<file path="config.mk">
export PLATFORM = sky130hd
export DESIGN_NAME = zmodem_subpacket_deframer_flat
export DESIGN_NICKNAME = d
export VERILOG_FILES = /design/src/hw/rtl/zsd_pkg.sv /design/src/hw/rtl/zsd_if.sv /design/src/hw/rtl/zmodem_subpacket_deframer.sv /design/src/flat_wrapper.sv
export SDC_FILE = /design/constraint.sdc
export NUM_CORES = 1
export LEC_CHECK = 0
export ABC_CLOCK_PERIOD_IN_PS = 4100
export BUFFER_PORTS_ARGS = -buffer_cell sky130_fd_sc_hd__buf_2
export CAP_MARGIN = 25
export CORE_ASPECT_RATIO = 0.7
export CORE_UTILIZATION = 35
export DETAILED_ROUTE_END_ITERATION = 8
export PLACE_DENSITY_LB_ADDON = 0.2
export SYNTH_ARGS = -nofsm -noshare
export SYNTH_HDL_FRONTEND = slang
export SYNTH_SLANG_ARGS = --single-unit
</file>
<file path="constraint.sdc">
create_clock -name clock -period 4.1 [get_ports clock]
set_input_delay 0.205 -clock clock [delete_from_list [all_inputs] [get_ports clock]]
set_output_delay 0.205 -clock clock [all_outputs]
set_load 0.02 [all_outputs]
</file>
<file path="src/hw/rtl/zsd_pkg.sv">
// Package for the ZMODEM subpacket deframer: result kinds, protocol byte codes
// and the byte-wide CRC-16 update. No dependencies.
package zsd_pkg;

   // Field widths fixed by the result format.
   localparam int BYTE_W   = 8;
   localparam int LEN_W    = 10;
   localparam int OFFSET_W = 32;
   localparam int CRC_W    = 16;

   // Protocol byte codes.
   localparam logic [BYTE_W-1:0] ZDLE_BYTE  = 8'h18;
   localparam logic [BYTE_W-1:0] ESC_XOR    = 8'h40;
   localparam logic [BYTE_W-1:0] END_FINAL  = 8'h45;
   localparam logic [BYTE_W-1:0] END_MORE   = 8'h47;

   // CRC-16 XMODEM polynomial and top bit.
   localparam logic [CRC_W-1:0] CRC_POLY = 16'h1021;
   localparam logic [CRC_W-1:0] CRC_TOP  = 16'h8000;

   // Result kinds.
   typedef enum logic [1:0] {
      KIND_DATA = 2'd0,
      KIND_GOOD = 2'd1,
      KIND_BAD  = 2'd2,
      KIND_OVER = 2'd3
   } kind_type;

   // Feeds one byte into the CRC, most significant bit first.
   function automatic logic [CRC_W-1:0] crc16_feed(input logic [CRC_W-1:0] crc,
                                                   input logic [BYTE_W-1:0] data);
      logic [CRC_W-1:0] acc;
      acc = crc ^ {data, 8'h00};
      for (int i = 0; i < BYTE_W; i++) begin
         if ((acc & CRC_TOP) != '0) begin
            acc = {acc[CRC_W-2:0], 1'b0} ^ CRC_POLY;
         end else begin
            acc = {acc[CRC_W-2:0], 1'b0};
         end
      end
      return acc;
   endfunction

endpackage

</file>
<file path="src/hw/rtl/zsd_if.sv">
// Valid/ready channel interfaces for the ZMODEM subpacket deframer.
// Depends on zsd_pkg for field widths and the result kind type.
interface zsd_req_if;
   import zsd_pkg::*;

   logic              valid;
   logic              ready;
   logic [BYTE_W-1:0] rx_byte;

   modport source (output valid, output rx_byte, input ready);
   modport sink   (input valid, input rx_byte, output ready);
endinterface

interface zsd_rsp_if;
   import zsd_pkg::*;

   logic                valid;
   logic                ready;
   kind_type            kind;
   logic [BYTE_W-1:0]   data_byte;
   logic [LEN_W-1:0]    payload_length;
   logic [OFFSET_W-1:0] file_offset;
   logic                frame_final;

   modport source (output valid, output kind, output data_byte, output payload_length,
                   output file_offset, output frame_final, input ready);
   modport sink   (input valid, input kind, input data_byte, input payload_length,
                   input file_offset, input frame_final, output ready);
endinterface

</file>
<file path="src/hw/rtl/zmodem_subpacket_deframer.sv">
// ZMODEM CRC-16 data subpacket deframer, top level.
// Depends on zsd_pkg and the channel interfaces in zsd_if.sv.
// A byte in the input register passes its result, if any, to the result register once that is free.
// Throughput: one byte per cycle unless a result waits; the input and result registers each
// hold one transaction, so a waiting result lets only one more byte into the input register.
// Reset: synchronous, active high; clears the valid bits, the escape/CRC phase, the CRC,
// the byte count, the committed offset and the sticky overflow error.
module zmodem_subpacket_deframer #(
   parameter int MAX_PAYLOAD = 512
) (
   input logic        clock,
   input logic        reset,
   zsd_req_if.sink    req_bus,
   zsd_rsp_if.source  rsp_bus
);
   import zsd_pkg::*;

   localparam int CNT_W = $clog2(MAX_PAYLOAD + 1);

   typedef enum logic [1:0] {
      PH_DATA,
      PH_ESC,
      PH_CRC_HI,
      PH_CRC_LO
   } phase_type;

   // Input stage.
   logic              in_valid_ff;
   logic [BYTE_W-1:0] in_byte_ff;

   // Deframer state.
   phase_type           phase_ff, phase_in;
   logic [CRC_W-1:0]    crc_ff, crc_in;
   logic [CNT_W-1:0]    count_ff, count_in;
   logic [BYTE_W-1:0]   crc_hi_ff, crc_hi_in;
   logic                final_ff, final_in;
   logic [OFFSET_W-1:0] offset_ff, offset_in;
   logic                error_ff, error_in;

   // Result register.
   logic                out_valid_ff;
   kind_type            out_kind_ff, res_kind;
   logic [BYTE_W-1:0]   out_data_ff, res_data;
   logic [LEN_W-1:0]    out_len_ff, res_len;
   logic [OFFSET_W-1:0] out_offset_ff, res_offset;
   logic                out_final_ff, res_final;
   logic                res_valid;

   // Handshake and stage advance.
   logic              out_free;
   logic              advance;
   logic              req_fire;

   // Per-byte helpers.
   logic [BYTE_W-1:0]   pay_byte;
   logic [OFFSET_W-1:0] offset_sum;
   logic                is_end;
   logic                overflow;

   assign out_free = !out_valid_ff || rsp_bus.ready;
   assign advance  = in_valid_ff && out_free;
   assign req_bus.ready = !in_valid_ff || out_free;
   assign req_fire = req_bus.valid && req_bus.ready;

   // Escape removal, end marker detection, overflow check and offset sum.
   assign pay_byte   = (phase_ff == PH_ESC) ? (in_byte_ff ^ ESC_XOR) : in_byte_ff;
   assign is_end     = (in_byte_ff == END_FINAL) || (in_byte_ff == END_MORE);
   assign overflow   = (count_ff >= CNT_W'(MAX_PAYLOAD));
   assign offset_sum = offset_ff + OFFSET_W'(count_ff);

   // Next state and result for the byte in the input stage.
   always_comb begin
      phase_in   = phase_ff;
      crc_in     = crc_ff;
      count_in   = count_ff;
      crc_hi_in  = crc_hi_ff;
      final_in   = final_ff;
      offset_in  = offset_ff;
      error_in   = error_ff;
      res_valid  = 1'b0;
      res_kind   = KIND_DATA;
      res_data   = '0;
      res_len    = '0;
      res_offset = offset_ff;
      res_final  = 1'b0;

      if (!error_ff) begin
         case (phase_ff)
            PH_DATA, PH_ESC: begin
               if (phase_ff == PH_DATA && in_byte_ff == ZDLE_BYTE) begin
                  phase_in = PH_ESC;
               end else if (phase_ff == PH_ESC && is_end) begin
                  crc_in   = crc16_feed(crc_ff, in_byte_ff);
                  final_in = (in_byte_ff == END_FINAL);
                  phase_in = PH_CRC_HI;
               end else begin
                  // Payload byte, or the overflow that drops it.
                  phase_in  = PH_DATA;
                  res_valid = 1'b1;
                  if (overflow) begin
                     error_in = 1'b1;
                     res_kind = KIND_OVER;
                     res_len  = LEN_W'(count_ff);
                  end else begin
                     crc_in   = crc16_feed(crc_ff, pay_byte);
                     count_in = count_ff + 1'b1;
                     res_data = pay_byte;
                  end
               end
            end
            PH_CRC_HI: begin
               crc_hi_in = in_byte_ff;
               phase_in  = PH_CRC_LO;
            end
            PH_CRC_LO: begin
               res_valid = 1'b1;
               res_len   = LEN_W'(count_ff);
               res_final = final_ff;
               if ({crc_hi_ff, in_byte_ff} == crc_ff) begin
                  res_kind   = KIND_GOOD;
                  offset_in  = offset_sum;
                  res_offset = offset_sum;
               end else begin
                  res_kind = KIND_BAD;
               end
               crc_in   = '0;
               count_in = '0;
               phase_in = PH_DATA;
            end
            default: begin
               phase_in = PH_DATA;
            end
         endcase
      end
   end

   // State, input stage and result register.
   always_ff @(posedge clock) begin
      if (reset) begin
         in_valid_ff  <= 1'b0;
         out_valid_ff <= 1'b0;
         phase_ff     <= PH_DATA;
         crc_ff       <= '0;
         count_ff     <= '0;
         crc_hi_ff    <= '0;
         final_ff     <= 1'b0;
         offset_ff    <= '0;
         error_ff     <= 1'b0;
      end else begin
         if (req_fire) begin
            in_valid_ff <= 1'b1;
         end else if (advance) begin
            in_valid_ff <= 1'b0;
         end
         if (advance) begin
            phase_ff     <= phase_in;
            crc_ff       <= crc_in;
            count_ff     <= count_in;
            crc_hi_ff    <= crc_hi_in;
            final_ff     <= final_in;
            offset_ff    <= offset_in;
            error_ff     <= error_in;
            out_valid_ff <= res_valid;
         end else if (rsp_bus.ready) begin
            out_valid_ff <= 1'b0;
         end
      end
      if (req_fire) begin
         in_byte_ff <= req_bus.rx_byte;
      end
      if (advance && res_valid) begin
         out_kind_ff   <= res_kind;
         out_data_ff   <= res_data;
         out_len_ff    <= res_len;
         out_offset_ff <= res_offset;
         out_final_ff  <= res_final;
      end
   end

   assign rsp_bus.valid          = out_valid_ff;
   assign rsp_bus.kind           = out_kind_ff;
   assign rsp_bus.data_byte      = out_data_ff;
   assign rsp_bus.payload_length = out_len_ff;
   assign rsp_bus.file_offset    = out_offset_ff;
   assign rsp_bus.frame_final    = out_final_ff;

endmodule

</file>
<file path="src/flat_wrapper.sv">
// flat-port wrapper written by rule: the top's interface ports become plain ports
module zmodem_subpacket_deframer_flat import zsd_pkg::*;
#(
   parameter int MAX_PAYLOAD = 512
)
  (clock, reset, req_bus_valid, req_bus_rx_byte, req_bus_ready, rsp_bus_valid, rsp_bus_kind, rsp_bus_data_byte, rsp_bus_payload_length, rsp_bus_file_offset, rsp_bus_frame_final, rsp_bus_ready);
  zsd_req_if req_bus_i ();
  zsd_rsp_if rsp_bus_i ();
  input logic clock;
  input logic reset;
  input wire logic [$bits(req_bus_i.valid)-1:0] req_bus_valid;
  input wire logic [$bits(req_bus_i.rx_byte)-1:0] req_bus_rx_byte;
  output wire logic [$bits(req_bus_i.ready)-1:0] req_bus_ready;
  output wire logic [$bits(rsp_bus_i.valid)-1:0] rsp_bus_valid;
  output wire logic [$bits(rsp_bus_i.kind)-1:0] rsp_bus_kind;
  output wire logic [$bits(rsp_bus_i.data_byte)-1:0] rsp_bus_data_byte;
  output wire logic [$bits(rsp_bus_i.payload_length)-1:0] rsp_bus_payload_length;
  output wire logic [$bits(rsp_bus_i.file_offset)-1:0] rsp_bus_file_offset;
  output wire logic [$bits(rsp_bus_i.frame_final)-1:0] rsp_bus_frame_final;
  input wire logic [$bits(rsp_bus_i.ready)-1:0] rsp_bus_ready;
  assign req_bus_i.valid = req_bus_valid;
  assign req_bus_i.rx_byte = req_bus_rx_byte;
  assign req_bus_ready = req_bus_i.ready;
  assign rsp_bus_valid = rsp_bus_i.valid;
  assign rsp_bus_kind = rsp_bus_i.kind;
  assign rsp_bus_data_byte = rsp_bus_i.data_byte;
  assign rsp_bus_payload_length = rsp_bus_i.payload_length;
  assign rsp_bus_file_offset = rsp_bus_i.file_offset;
  assign rsp_bus_frame_final = rsp_bus_i.frame_final;
  assign rsp_bus_i.ready = rsp_bus_ready;
  zmodem_subpacket_deframer #(.MAX_PAYLOAD(MAX_PAYLOAD)) u_core (.clock(clock), .reset(reset), .req_bus(req_bus_i), .rsp_bus(rsp_bus_i));
endmodule
</file>
# After elaboration in Yosys (flattened, before gate mapping)

Cells that the tools add are included.

Add/sub/neg operators: 2
Multipliers: 0
Div/mod/pow operators: 0
Magnitude comparators: 1
Equality and inequality tests: 11
Shifts and indexed selects: 0
Multiplexer cells: 116
Bitwise logic cells: 23
Reduce and logical (&&, ||, !) cells: 22

Operator list:

| cell                    | count |
|---|---|
| $mux W16                | 66 |
| $mux W13                | 16 |
| $mux W32                | 3 |
| $mux W10                | 6 |
| $not A3 Y3              | 16 |
| $pmux W10 S2            | 2 |
| $add A32 B10 Y32        | 1 |
| $pmux W16 S2            | 1 |
| $xor A16 B16 Y16        | 2 |
| $eq A16 B16 Y1          | 1 |
| $eq A8 B7 Y1 const B    | 2 |
| $mux W1                 | 12 |
| $mux W2                 | 6 |
| $add A10 B1 Y10 const B | 1 |
| $ge A10 B10 Y1 const B  | 1 |
| $reduce_and A5 Y1       | 2 |
| $eq A8 B5 Y1 const B    | 1 |
| $mux W7                 | 1 |
| $ne A2 B2 Y1 const B    | 3 |
| $pmux W2 S3             | 1 |
| $reduce_and A6 Y1       | 1 |
| $reduce_bool A2 Y1      | 3 |
| $logic_and A1 B1 Y1     | 5 |
| $not A1 Y1              | 5 |
| other kinds (12)        | 17 |

Flip-flop bits (word level): 133
Latch bits: 0
Memory bits (writable): 0
Memory bits (read-only): 0
Bits of input ports: 12
Word-level logic and storage cells: 190
Memories: 0

# Longest topological paths before layout

Word-level depth: 58
Depth in mapped cells: 10
Gate-level depth less buffers: 8

# Worst setup path after synthesis

Ideal clock, no wire load.

Path kind: reg2reg
Start: register u_core.in_byte_ff[6]
End: register u_core.out_data_ff[0], in the netlist u_core.rsp_bus.data_byte[0], enable pin
Library setup time: 0.407 ns
Arrival: 2.471 ns
Data required time: 3.693 ns
Setup slack: 1.222 ns
Cell stages (with the launch flop): 7
Buffers on the path: 1
Period minus slack after synthesis: 2.878 ns
Cell sequence: edfxtp_1 and3_2 and3_1 o21ai_0 clkbuf_1 nand2_1 inv_1

Longest elaborated chain between the ends: 8
Elaborated cells between the ends (all ways): 11
Those cells by class: eq/ne: 3; mux: 4; reduce/logical: 4

Ends and longest elaborated chain:

| what                     | RTL line                         | source |
|---|---|---|
| start: declaration       | zmodem_subpacket_deframer.sv:29  | `logic [BYTE_W-1:0] in_byte_ff;` |
| start signal: assignment | zmodem_subpacket_deframer.sv:169 | `in_byte_ff <= req_bus.rx_byte;` |
| $eq A8 B7 Y1             | zmodem_subpacket_deframer.sv:67  | `assign is_end = (in_byte_ff == END_FINAL) \|\| (in_byte_ff == END_MORE);` |
| $logic_or A1 B1 Y1       | zmodem_subpacket_deframer.sv:67  |  |
| $logic_and A1 B1 Y1      | zmodem_subpacket_deframer.sv:92  | `end else if (phase_ff == PH_ESC && is_end) begin` |
| $mux W1                  | zmodem_subpacket_deframer.sv:92  |  |
| $mux W1 *                | zmodem_subpacket_deframer.sv:90  | `if (phase_ff == PH_DATA && in_byte_ff == ZDLE_BYTE) begin` |
| $pmux W1 S2 *            | zmodem_subpacket_deframer.sv:88  | `case (phase_ff)` |
| $mux W1 *                | zmodem_subpacket_deframer.sv:87  | `if (!error_ff) begin` |
| $logic_and A1 B1 Y1 *    | zmodem_subpacket_deframer.sv:171 | `if (advance && res_valid) begin` |
| end signal: assignment   | zmodem_subpacket_deframer.sv:173 | `out_data_ff <= res_data;` |
| end: declaration         | zmodem_subpacket_deframer.sv:43  | `logic [BYTE_W-1:0] out_data_ff, res_data;` |

Mark *: on every way between the ends. The rest lies on a longest branch, timed or not.
A chain may end at the register's enable or synchronous reset.

# Worst setup path in the final report

Start: register u_core.count_ff[0]
End: register u_core.offset_ff[30]

Longest elaborated chain between the ends: 4

Ends and longest elaborated chain:

| what                     | RTL line                         | source |
|---|---|---|
| start: declaration       | zmodem_subpacket_deframer.sv:34  | `logic [CNT_W-1:0] count_ff, count_in;` |
| start signal: assignment | zmodem_subpacket_deframer.sv:158 | `count_ff <= count_in;` |
| $add A32 B10 Y32         | zmodem_subpacket_deframer.sv:69  | `assign offset_sum = offset_ff + OFFSET_W'(count_ff);` |
| $mux W32 (3 in series)   | n/a                              |  |
| end signal: assignment   | zmodem_subpacket_deframer.sv:161 | `offset_ff <= offset_in;` |
| end: declaration         | zmodem_subpacket_deframer.sv:37  | `logic [OFFSET_W-1:0] offset_ff, offset_in;` |

Every way passes these cells.

==> results.cfg <==
[outcome]
outcome = finished, violations left
failed_checks = DRC

[timing]
rsz0062_at_grt = false
hold_violations = 0
layout_worst_path_cycle_share_pct = 74.4
finalSetupViolCount = 0
maxSlewHeadroom_pct = 37.4
worst_pin_slew_ns = 0.935
maxSlewViolCount = 0
finalClockSkew_ns = 0.00773
period_needed_ns = 3.05
hold_slack_ns = 0.0194
fmax_ghz = 0.328
fin_tns_setup_ns = 0

[detailed_routing]
drtAntennaViolNets = 0
firstDrtPassIters = 7
vias_per_cell = 5.27
drt-wirelength-per-cell_um = 16.5
drt_iter0_markers = 461
drc = 7
vias = 5177
routed_wl_um = 16200

[floorplan]
boundaryPins = 67
fp.dieH_um = 117
start_util_pct = 36.2
core-area_um2 = 18300
rows = 41
die_w_um = 166
die-area_um2 = 19500

[global_route]
grt_pass1_vias = 4842
grt_antenna_before_repair = 0
overflow = 0
grt_usage_pct = 17.2
grt_pass1_wl_um = 25900
grt_start_max_net_pins = 55

[setup_path]
cp-start-kind = flop
max_stage_delay_ns = 0.74
crit_chain = ha_1 > fa_1 > a21oi_1 > o22a_1 > o211ai_1 > nand4_1 > or4_1 > a21oi_1
critPathArrivalTime_ns = 3.40
r2r_start = u_core.count_ff[0]$_SDFFE_PP0P_
crit_type = reg2reg
path_common_cell = a21oi_1
worstPathRequired_ns = 4.45
r2r_setup_slack_ns = 1.05
crit_slowest_cell = o211ai_1
r2r_cells = 8
r2r_end = u_core.offset_ff[30]$_SDFFE_PP0P_
end_kind = flop
crit_fanout = 10

[logic_synthesis]
yosys-top-cells-count = nand2_1 (73), dfxtp_1 (72), nor2_1 (66), edfxtp_1 (61), xor2_1 (43)
syn_area_per_cell_um2 = 10.0
mappedNetlistArea_um2 = 6620
synthArstFlopShare_pct = 0
synth_edf_count = 61
yosys-top-cells-area = edfxtp_1 (28%), dfxtp_1 (22%), xor2_1 (5.7%)
ys.warnings.count = 0
synth_top_area_share_pct = 27.7
synth-main-ff-cell = dfxtp_1
synth_cells = 661
synth_nets = 686
ys_seq_elements = 133
yosysMostFrequentCell = nand2_1
synth_area_leader_cell = edfxtp_1
ys_types = 62
seq_area_frac_synth_pct = 49.5

[clock_tree]
postCtsHoldBufs = 8
worstSkewPairLatency_ns = 0.42
cts_tree = built
cts_setup_buffers = 0
h-tree-depth = 4
clk_pin_slew_ns = 0.06
cts_resized = 0
cts.path.max_buffers = 2
cts_sinks = 133
cts_root_buffer = clkbuf_16
cts_made_buffers = 17

[finish]
drive_gt1_share_pct = 16.7
fin_cells = 983
n_antenna_cell = 0
nNetsFinal = 759
num-fill-cells = 1765
syn_to_final_growth_pct = 19.8
post-route-util_pct = 43.4

[placement]
gp_congestion = 0.894
dp_hpwl_um = 11300
place_inst = 942
port_buffers = 66

[pwr]
power.density_nw_per_um2 = 439
peakVddDrop_uv = 190
power.leakage_nw = 2.99

[worst_hold_path]
hold_path.class = in2reg
holdPathEnd = u_core.in_valid_ff$_SDFFE_PP0P_
worstHoldPathCells = 3
min_from = req_bus_valid

[flow_run]
drv_cap = 0
==> cell families after synthesis <==
family / synth area share [%]
AND/OR/NAND/NOR: 22.5
buffers and inverters: 2.34
XOR/XNOR: 10.3
AO/OA/AOI/OAI: 10.2
multiplexers: 2.72
adder cells (fa/ha/maj): 2.57
flip-flops: 49.5
==> placed cells by master (no fill, tap or decap), drive strengths merged, types with 23 or more instances in the layout <==
cell and instances:
a21oi 40, and2 23, buf 72, dfxtp 72, edfxtp 61, nand2 73, nand3 26, nand4 23
nor2 66, xnor2 32, xor2 43
==> how the worst max path moves through the flow <==
stage	start	endpoint	slack, ns	depth (start not counted)
2_1_floorplan	u_core.in_byte_ff[6]$_DFFE_PP_	u_core.rsp_bus.data_byte[0]$_SDFFCE_PP0P_	1.22	6
3_3_place_gp	u_core.count_ff[0]$_SDFFE_PP0P_	u_core.rsp_bus.file_offset[16]$_DFFE_PP_	1.25	8
3_5_place_dp	u_core.count_ff[0]$_SDFFE_PP0P_	u_core.offset_ff[30]$_SDFFE_PP0P_	1.09	8
4_1_cts	u_core.count_ff[0]$_SDFFE_PP0P_	u_core.offset_ff[30]$_SDFFE_PP0P_	1.07	8
5_1_grt	u_core.count_ff[0]$_SDFFE_PP0P_	u_core.offset_ff[14]$_SDFFE_PP0P_	0.84	8
6_report	u_core.count_ff[0]$_SDFFE_PP0P_	u_core.offset_ff[30]$_SDFFE_PP0P_	1.05	8
==> power breakdown <==
part	internal (W)	leakage, nW	switching (W)
sequential	0.00144	1.14	0.0000416
clock	0.00112	0.322	0.000593
combinational	0.000113	1.53	0.000173
total	0.00267	2.99	0.000808
==> final cells by class <==
cell class / instances / area (µm²) / area share [%]
Timing Repair Buffer: 80 / 463 / 5.84
Tap cell: 236 / 295 / 3.73
Clock inverter: 11 / 195 / 2.46
Inverter: 13 / 48.8 / 0.616
Clock buffer: 21 / 460 / 5.81
Multi-Input combinational cell: 489 / 3190 / 40.2
Sequential cell: 133 / 3270 / 41.3
==> worst max-delay path, delay by kind of cell (launching register included) <==
family          cells  cell delay (ns)
compound gates      4             1.23
simple gates        2             0.80
fa+ha+maj           2             0.49
flops               1             0.44
==> stage by stage <==
step	setup slack, ns	area, µm²	total power, W
final	1.05	7920	0.00347
after global routing	0.836	7920	0.00359
after CTS	1.07	7910	0.00351
after detailed placement	1.09	7170	0.00179
after global placement	1.25	7170	0.00179
after floorplan	1.22	6620	0.00171
==> routing by layer <==
layer | global-route usage, % | up-vias | share of wire (%)
met1 | 24.7 | 2511 | 51
met4 | 4.69 | 0 | 1.0
met2 | 26.2 | 124 | 43
met3 | 3.83 | 14 | 4.7
met5 | 0 | - | 0
li1 | - | 2528 | -
==> state kept, by name (all words and copies together) (netlist names) <==
name and cells:
u_core.rsp_bus.frame_final 1, u_core.rsp_bus.kind 2, u_core.in_byte_ff 8, u_core.final_ff 1
u_core.rsp_bus.payload_length 10, u_core.rsp_bus.valid 1, u_core.in_valid_ff 1, u_core.crc_ff 16
u_core.phase_ff 2, u_core.rsp_bus.file_offset 32, u_core.count_ff 10, u_core.rsp_bus.data_byte 8
u_core.crc_hi_ff 8, u_core.error_ff 1, u_core.offset_ff 32
(Power assumes the default switching activity.)
